--- config.mk ---
export PLATFORM = sky130hd
export DESIGN_NAME = extra_field_record_splitter
export DESIGN_NICKNAME = d
export VERILOG_FILES = /design/src/design/efrs_pkg.sv /design/src/design/efrs_front.sv /design/src/design/efrs_queue.sv /design/src/design/efrs_back.sv /design/src/design/extra_field_record_splitter.sv
export SDC_FILE = /design/constraint.sdc
export NUM_CORES = 1
export LEC_CHECK = 0
export BUFFER_PORTS_ARGS = -buffer_cell sky130_fd_sc_hd__clkbuf_2
export CAP_MARGIN = 40
export CORE_UTILIZATION = 63
export CTS_BUF_LIST = sky130_fd_sc_hd__clkbuf_2 sky130_fd_sc_hd__clkbuf_4 sky130_fd_sc_hd__clkbuf_8
export CTS_CLUSTER_DIAMETER = 50
export CTS_CLUSTER_SIZE = 25
export DETAILED_ROUTE_END_ITERATION = 7
export PLACE_DENSITY = 0.89
export SLEW_MARGIN = 20
export SYNTH_ARGS = -nofsm -noshare
export SYNTH_HDL_FRONTEND = slang
export SYNTH_SLANG_ARGS = --single-unit
export TNS_END_PERCENT = 50
--- constraint.sdc ---
create_clock -name clock -period 4.2 [get_ports clock]
set_clock_uncertainty 0.05 [all_clocks]
set_input_delay 0.63 -clock clock [delete_from_list [all_inputs] [get_ports clock]]
set_output_delay 0.63 -clock clock [all_outputs]
set_load 0.05 [all_outputs]
--- src/design/efrs_pkg.sv ---
package efrs_pkg;

   localparam int HEADER_LEN = 4;

   typedef enum logic [1:0] {
      PH_HEADER  = 2'd0,
      PH_PAYLOAD = 2'd1
   } phase_type;

   typedef enum logic [1:0] {
      K_HEADER  = 2'd0,
      K_PAYLOAD = 2'd1,
      K_OK      = 2'd2,
      K_ERROR   = 2'd3
   } kind_type;

   typedef enum logic [1:0] {
      ERR_NONE     = 2'd0,
      ERR_LENGTH   = 2'd1,
      ERR_TRAILING = 2'd2
   } err_type;

   // one result as it leaves the block
   typedef struct packed {
      kind_type    kind;
      logic [15:0] field_id;
      logic [15:0] field_len;
      logic [7:0]  payload_byte;
      logic        payload_end;
      err_type     error_code;
      logic        run_last;
   } result_type;

   // one queued input byte, already classified: a first result and an
   // optional closing status result
   typedef struct packed {
      kind_type    kind;
      logic [15:0] field_id;
      logic [15:0] field_len;
      logic [7:0]  payload_byte;
      logic        payload_end;
      err_type     error_code;
      logic        has_second;
      kind_type    second_kind;
      err_type     second_err;
   } entry_type;

endpackage

--- src/design/efrs_front.sv ---
module efrs_front
   import efrs_pkg::*;
(
   input  logic        clock,
   input  logic        reset,
   input  logic        in_valid,
   input  logic [7:0]  in_byte,
   input  logic        in_final,
   input  logic        full,
   output logic        push,
   output entry_type   entry
);

   phase_type   phase_ff, phase_in;
   logic [1:0]  count_ff, count_in;
   logic [23:0] hbytes_ff, hbytes_in;
   logic [15:0] remain_ff, remain_in;
   logic        nonzero_ff, nonzero_in;

   logic        accept;
   logic [15:0] remain_dec;
   logic        rec_end;
   logic [15:0] hdr_len;
   logic        bad_trail;

   assign accept     = in_valid && !full;
   assign remain_dec = remain_ff - 16'd1;
   assign rec_end    = (remain_dec == 16'd0);
   assign hdr_len    = {in_byte, hbytes_ff[23:16]};
   assign bad_trail  = nonzero_ff || (in_byte != 8'd0);

   always_ff @(posedge clock) begin
      if (reset) begin
         phase_ff   <= PH_HEADER;
         count_ff   <= 2'd0;
         remain_ff  <= 16'd0;
         nonzero_ff <= 1'b0;
      end else begin
         phase_ff   <= phase_in;
         count_ff   <= count_in;
         remain_ff  <= remain_in;
         nonzero_ff <= nonzero_in;
      end
   end

   always_ff @(posedge clock) begin
      hbytes_ff <= hbytes_in;
   end

   always_comb begin
      phase_in   = phase_ff;
      count_in   = count_ff;
      hbytes_in  = hbytes_ff;
      remain_in  = remain_ff;
      nonzero_in = nonzero_ff;
      push       = 1'b0;
      entry      = '0;
      entry.kind        = K_HEADER;
      entry.error_code  = ERR_NONE;
      entry.second_kind = K_OK;
      entry.second_err  = ERR_NONE;

      if (accept) begin
         case (phase_ff)
            PH_PAYLOAD: begin
               push               = 1'b1;
               entry.kind         = K_PAYLOAD;
               entry.payload_byte = in_byte;
               entry.payload_end  = rec_end;
               entry.has_second   = in_final;
               entry.second_kind  = rec_end ? K_OK : K_ERROR;
               entry.second_err   = rec_end ? ERR_NONE : ERR_LENGTH;
               remain_in          = remain_dec;
               if (rec_end) begin
                  phase_in   = PH_HEADER;
                  count_in   = 2'd0;
                  nonzero_in = 1'b0;
               end
            end
            default: begin
               if (count_ff == 2'(HEADER_LEN - 1)) begin
                  push              = 1'b1;
                  entry.kind        = K_HEADER;
                  entry.field_id    = hbytes_ff[15:0];
                  entry.field_len   = hdr_len;
                  entry.has_second  = in_final;
                  entry.second_kind = (hdr_len == 16'd0) ? K_OK : K_ERROR;
                  entry.second_err  = (hdr_len == 16'd0) ? ERR_NONE : ERR_LENGTH;
                  count_in          = 2'd0;
                  nonzero_in        = 1'b0;
                  remain_in         = hdr_len;
                  phase_in          = (hdr_len != 16'd0) ? PH_PAYLOAD : PH_HEADER;
               end else begin
                  case (count_ff)
                     2'd0:    hbytes_in[7:0]   = in_byte;
                     2'd1:    hbytes_in[15:8]  = in_byte;
                     default: hbytes_in[23:16] = in_byte;
                  endcase
                  count_in   = count_ff + 2'd1;
                  nonzero_in = bad_trail;
                  if (in_final) begin
                     push             = 1'b1;
                     entry.kind       = bad_trail ? K_ERROR : K_OK;
                     entry.error_code = bad_trail ? ERR_TRAILING : ERR_NONE;
                  end
               end
            end
         endcase

         // restart for the next area
         if (in_final) begin
            phase_in   = PH_HEADER;
            count_in   = 2'd0;
            remain_in  = 16'd0;
            nonzero_in = 1'b0;
         end
      end
   end

endmodule

--- src/design/efrs_queue.sv ---
module efrs_queue
   import efrs_pkg::*;
#(
   parameter int DEPTH = 4
)
(
   input  logic      clock,
   input  logic      reset,
   input  logic      push,
   input  entry_type push_entry,
   input  logic      pop,
   output entry_type head,
   output logic      full,
   output logic      empty
);

   localparam int AW = $clog2(DEPTH);

   entry_type         mem_ff [DEPTH];
   logic [AW-1:0]     wr_ptr_ff, rd_ptr_ff;
   logic [AW:0]       count_ff;
   logic              do_push, do_pop;

   assign full    = (count_ff == (AW + 1)'(DEPTH));
   assign empty   = (count_ff == '0);
   assign do_push = push && !full;
   assign do_pop  = pop && !empty;
   assign head    = mem_ff[rd_ptr_ff];

   always_ff @(posedge clock) begin
      if (reset) begin
         wr_ptr_ff <= '0;
         rd_ptr_ff <= '0;
         count_ff  <= '0;
      end else begin
         if (do_push) begin
            wr_ptr_ff <= (wr_ptr_ff == AW'(DEPTH - 1)) ? '0 : wr_ptr_ff + 1'b1;
         end
         if (do_pop) begin
            rd_ptr_ff <= (rd_ptr_ff == AW'(DEPTH - 1)) ? '0 : rd_ptr_ff + 1'b1;
         end
         case ({do_push, do_pop})
            2'b10:   count_ff <= count_ff + 1'b1;
            2'b01:   count_ff <= count_ff - 1'b1;
            default: count_ff <= count_ff;
         endcase
      end
   end

   always_ff @(posedge clock) begin
      if (do_push) begin
         mem_ff[wr_ptr_ff] <= push_entry;
      end
   end

   push_not_full_a: assert property (@(posedge clock) disable iff (reset)
      push |-> !full)
      else $error("queue written while full");

   count_bound_a: assert property (@(posedge clock) disable iff (reset)
      count_ff <= (AW + 1)'(DEPTH))
      else $error("queue count out of range");

   pop_moves_a: assert property (@(posedge clock) disable iff (reset)
      (do_pop && !do_push) |=> (count_ff == $past(count_ff) - 1'b1))
      else $error("queue count did not drop on read");

endmodule

--- src/design/efrs_back.sv ---
module efrs_back
   import efrs_pkg::*;
(
   input  logic       clock,
   input  logic       reset,
   input  logic       empty,
   input  entry_type  head,
   output logic       pop,
   output logic       out_valid,
   input  logic       out_stall,
   output result_type out_result
);

   logic       valid_ff;
   result_type result_ff, result_in;
   logic       pending_ff, pending_in;
   kind_type   sec_kind_ff, sec_kind_in;
   err_type    sec_err_ff, sec_err_in;
   logic       slot_free;
   logic       load;

   assign slot_free  = !valid_ff || !out_stall;
   assign out_valid  = valid_ff;
   assign out_result = result_ff;

   always_comb begin
      pop         = 1'b0;
      load        = 1'b0;
      result_in   = result_ff;
      pending_in  = pending_ff;
      sec_kind_in = sec_kind_ff;
      sec_err_in  = sec_err_ff;
      if (slot_free) begin
         if (pending_ff) begin
            // emit the closing status of the held byte
            load                   = 1'b1;
            result_in              = '0;
            result_in.kind         = sec_kind_ff;
            result_in.error_code   = sec_err_ff;
            result_in.run_last     = 1'b1;
            pending_in             = 1'b0;
         end else if (!empty) begin
            pop                    = 1'b1;
            load                   = 1'b1;
            result_in.kind         = head.kind;
            result_in.field_id     = head.field_id;
            result_in.field_len    = head.field_len;
            result_in.payload_byte = head.payload_byte;
            result_in.payload_end  = head.payload_end;
            result_in.error_code   = head.error_code;
            result_in.run_last     = !head.has_second;
            pending_in             = head.has_second;
            sec_kind_in            = head.second_kind;
            sec_err_in             = head.second_err;
         end
      end
   end

   always_ff @(posedge clock) begin
      if (reset) begin
         valid_ff   <= 1'b0;
         pending_ff <= 1'b0;
      end else begin
         if (slot_free) begin
            valid_ff <= load;
         end
         pending_ff <= pending_in;
      end
   end

   always_ff @(posedge clock) begin
      result_ff   <= result_in;
      sec_kind_ff <= sec_kind_in;
      sec_err_ff  <= sec_err_in;
   end

   pending_has_first_a: assert property (@(posedge clock) disable iff (reset)
      pending_ff |-> valid_ff)
      else $error("status pending without its first result");

   no_pop_when_pending_a: assert property (@(posedge clock) disable iff (reset)
      pop |-> !pending_ff)
      else $error("queue read while a status result is pending");

   status_is_last_a: assert property (@(posedge clock) disable iff (reset)
      (valid_ff && (result_ff.kind == K_OK || result_ff.kind == K_ERROR))
         |-> result_ff.run_last)
      else $error("status result not marked last");

endmodule

--- src/design/extra_field_record_splitter.sv ---
// Splits a ZIP extra-field area, one byte per transfer with the final byte
// marked, into id/length record headers, payload bytes and a closing
// success or error status. One byte is taken every cycle while the internal
// queue (QUEUE_DEPTH entries) has room; the first result of a byte passes
// through the queue and then the output register. The output register issues
// one result per cycle while the consumer does not stall, so a final byte that
// also completes a header or carries a payload byte yields two results; bytes
// that complete nothing yield no result. On an error status the consumer drops
// every record already issued for the area.
module extra_field_record_splitter
   import efrs_pkg::*;
#(
   parameter int QUEUE_DEPTH = 4
)
(
   input  logic        clock,
   input  logic        reset,
   input  logic        req_valid,
   output logic        req_stall,
   input  logic [7:0]  req_in_byte,
   input  logic        req_final_byte,
   output logic        rsp_valid,
   input  logic        rsp_stall,
   output logic [1:0]  rsp_kind,
   output logic [15:0] rsp_field_id,
   output logic [15:0] rsp_field_len,
   output logic [7:0]  rsp_payload_byte,
   output logic        rsp_payload_end,
   output logic [1:0]  rsp_error_code,
   output logic        rsp_run_last
);

   logic       push, pop, full, empty;
   entry_type  push_entry, head;
   result_type result;

   assign req_stall = full;

   efrs_front u_front (
      .clock    (clock),
      .reset    (reset),
      .in_valid (req_valid),
      .in_byte  (req_in_byte),
      .in_final (req_final_byte),
      .full     (full),
      .push     (push),
      .entry    (push_entry)
   );

   efrs_queue #(
      .DEPTH (QUEUE_DEPTH)
   ) u_queue (
      .clock      (clock),
      .reset      (reset),
      .push       (push),
      .push_entry (push_entry),
      .pop        (pop),
      .head       (head),
      .full       (full),
      .empty      (empty)
   );

   efrs_back u_back (
      .clock      (clock),
      .reset      (reset),
      .empty      (empty),
      .head       (head),
      .pop        (pop),
      .out_valid  (rsp_valid),
      .out_stall  (rsp_stall),
      .out_result (result)
   );

   assign rsp_kind         = result.kind;
   assign rsp_field_id     = result.field_id;
   assign rsp_field_len    = result.field_len;
   assign rsp_payload_byte = result.payload_byte;
   assign rsp_payload_end  = result.payload_end;
   assign rsp_error_code   = result.error_code;
   assign rsp_run_last     = result.run_last;

endmodule

==> results.ini <==
[run_status]
status=finished clean

[placement]
port_buffers=60
hpwl_um=14900
dp_worst_setup_slack_ns=1.22
gp_congestion=0.901
place_inst=954

[worst_setup_path]
cp-end-kind=flop
critPathBufInv=2
reg2reg_to=u_queue.count_ff[2]
crit_slowest_cell=or3b_2
cp_common_cell=inv_1
reg2reg_depth=10
arrival_ns=3.45
start_kind=flop
worst-path-max-fanout=11
rrSetupSlack_ns=1.16
cpLargestDelayFamily=simple AND/OR/NAND/NOR gates
r2r_start=u_queue.count_ff[2]
worstSetupPathType=flop to flop
cp.required_ns=4.61
worstPathCellList=or3b_2 > nand2_1 > nor2_1 > inv_1 > ha_1 > inv_1 > fa_1 > xor2_1 > or3_1 > a21oi_1
max_stage_delay_ns=0.49

[sta]
post-route-period-util=0.723
max-slew-margin-rel=0.499
worst_slack_ns=1.16
finalSetupTns_ns=0
hold_viol=0
period_needed_ns=3.04
worst_hold_slack_ns=0.356
setup_viol=0
fmax_ghz=0.329
drv_slew=0
rsz0062_at_grt=no
tightestPinTransition_ns=0.747

[synth]
ys_ff_latch=286
yosysSeqAreaShare=0.725
synth_cell_type_count=51
synth_top_family_by_area=simple AND/OR/NAND/NOR gates
async_flop_share=0
syn-num-nets=711
yosys_warnings=0
syn_area_um2=11400
synthCells=686
synthXorXnorAreaFrac=0.00690
synth_area_per_cell_um2=16.7
synthSimpleGateAreaFrac=0.100
synth.area.mux_share=0.0962
synth-edff-count=255
synth_fa_ha_area_frac=0.0138
synth_compound_area_frac=0.0412
synth_flop_cell=edfxtp_1

[flow_run]
maxCapViolCount=0

[global_routing]
grt_pass1_vias=6272
grt_first_pass_wirelength_um=35300
grt_max_degree=50
antenna_found_initial=1
use_met1=0.352
top_usage_layer=met2
grt-ovfl-total=0
grt_use_met3=0.0330
met2_usage=0.435
track_usage=0.259

[clock_tree]
clock_latency_ns=0.56
hold_buffers=0
cts-root-buf=clkbuf_8
cts_max_path_buffers=3
ctsResizeCount=0
cts.clk_slew.worst_paths_ns=0.13
cts_setup_buffers=0
h-tree-depth=1
numCtsBuffers=22
cts_sinks=286
cts_tree=done

[layout]
layout_commonest_cell=edfxtp_1
syn_to_final_growth_pct=9.93
antenna_cells=0
final_cells=994
mostFrequentLayoutCells=255 x edfxtp_1, 60 x clkbuf_2, 46 x mux4_2, 46 x nor2b_1, 42 x nor2_1
nets=778
drive_above_1_share=0.235

[die]
start_util=0.654
num_io_pins=61
die_x_um=137
num_rows=48
placeableCoreArea_um2=17500
die_area_um2=18700
die_y_um=137

[drt]
drt_wl_total_um=22900
firstDrtPassIters=6
viasPerCell=6.23
drt_iter0_drc=492
antenna_left=0
vias=6191
drc=0
wl_per_cell_um=23.1

[hold_path]
hold_start=req_in_byte[1]
hold_path_class=input pin to flop
min_path_cells=1
hold_path_end=u_front.hbytes_ff[17]

[power_and_ir_drop]
p_leak_nw=4.19
p_per_area_nw_per_um2=646
ir_worst_vdd_mv=0.547

==> cells by family (layout without fill, tap and decap cells) <==
logic type	count (synthesis)	count (layout)
multiplexers	52	52
AO/OA/AOI/OAI	73	73
XOR/XNOR	9	9
AND/OR/NAND/NOR	205	205
adder cells (fa/ha/maj)	12	12
buffers and inverters	49	132
flip-flops	286	286
==> power breakdown <==
group          internal, mW  switching, mW  total [mW]
Clock                 0.629           1.03        1.66
Sequential             3.66          0.190        3.85
Combinational         0.809           1.79        2.60
Total                  5.10           3.01        8.11
==> cell usage after synthesis, types with 4 or more instances <==
library cell | count | area share
edfxtp_1 | 255 | 0.67
mux4_2 | 46 | 0.091
nor2b_1 | 46 | 0.025
nor2_1 | 42 | 0.014
and2_1 | 34 | 0.019
dfxtp_1 | 31 | 0.054
a21oi_1 | 26 | 0.011
nand2_1 | 24 | 0.0079
clkbuf_1 | 22 | 0.0072
inv_1 | 16 | 0.0053
and3_1 | 15 | 0.0082
o21ai_0 | 14 | 0.0061
nor3_1 | 13 | 0.0057
ha_1 | 11 | 0.012
buf_1 | 6 | 0.0020
nand3_1 | 6 | 0.0026
or3_1 | 6 | 0.0033
xnor2_1 | 6 | 0.0046
a22oi_1 | 5 | 0.0033
nor4_1 | 5 | 0.0027
a211oi_1 | 4 | 0.0026
buf_2 | 4 | 0.0018
mux2i_1 | 4 | 0.0035
==> layout make-up <==
cell class,instances,area [um2]
Clock buffer,25,332
Clock inverter,15,198
Fill cell,1070,4920
Inverter,16,60.1
Multi-Input combinational cell,351,2970
Sequential cell,286,8280
Tap cell,225,282
Timing Repair Buffer,76,437
==> metrics by stage <==
stage / cell area (um2) / utilization / total power [mW]
floorplan: 11400 / - / 5.87
global placement: 12000 / 0.686 / 6.40
detailed placement: 12000 / 0.688 / 6.55
CTS: 12600 / 0.719 / 8.17
global route: 12600 / 0.719 / 8.46
finish: 12600 / 0.719 / 8.11
==> registers in the layout, indices dropped and copies added (netlist names), 2 cells and up, named ones only <==
| name | cells |
|---|---|
| u_front.hbytes_ff | 24 |
| u_queue.wr_ptr_ff | 2 |
| u_queue.mem_ff | 184 |
| u_back.out_result | 46 |
| u_queue.rd_ptr_ff | 2 |
| u_front.remain_ff | 16 |
| u_front.count_ff | 2 |
| u_queue.count_ff | 3 |
==> worst max-delay path by stage <==
stage                                     from  slack [ns]                   end  cells past startpoint
after floorplan              u_back.pending_ff        0.66  u_back.out_result[0]                      3
after global placement    u_front.remain_ff[0]        1.19  u_queue.mem_ff[0][7]                      6
after detailed placement             rsp_stall        1.22   u_queue.count_ff[2]                      8
after CTS                 u_front.remain_ff[0]        1.20  u_queue.mem_ff[1][2]                      8
after global routing      u_front.remain_ff[0]        1.03  u_queue.mem_ff[1][2]                      8
final                      u_queue.count_ff[2]        1.16   u_queue.count_ff[2]                     10
==> routing by layer <==
metal  vias up  share of wire
li1       2768              -
met1      3096           0.41
met2       275           0.50
met3        52          0.065
met4         0          0.029
met5         -              0
Power figures use the tool's default switching activity.
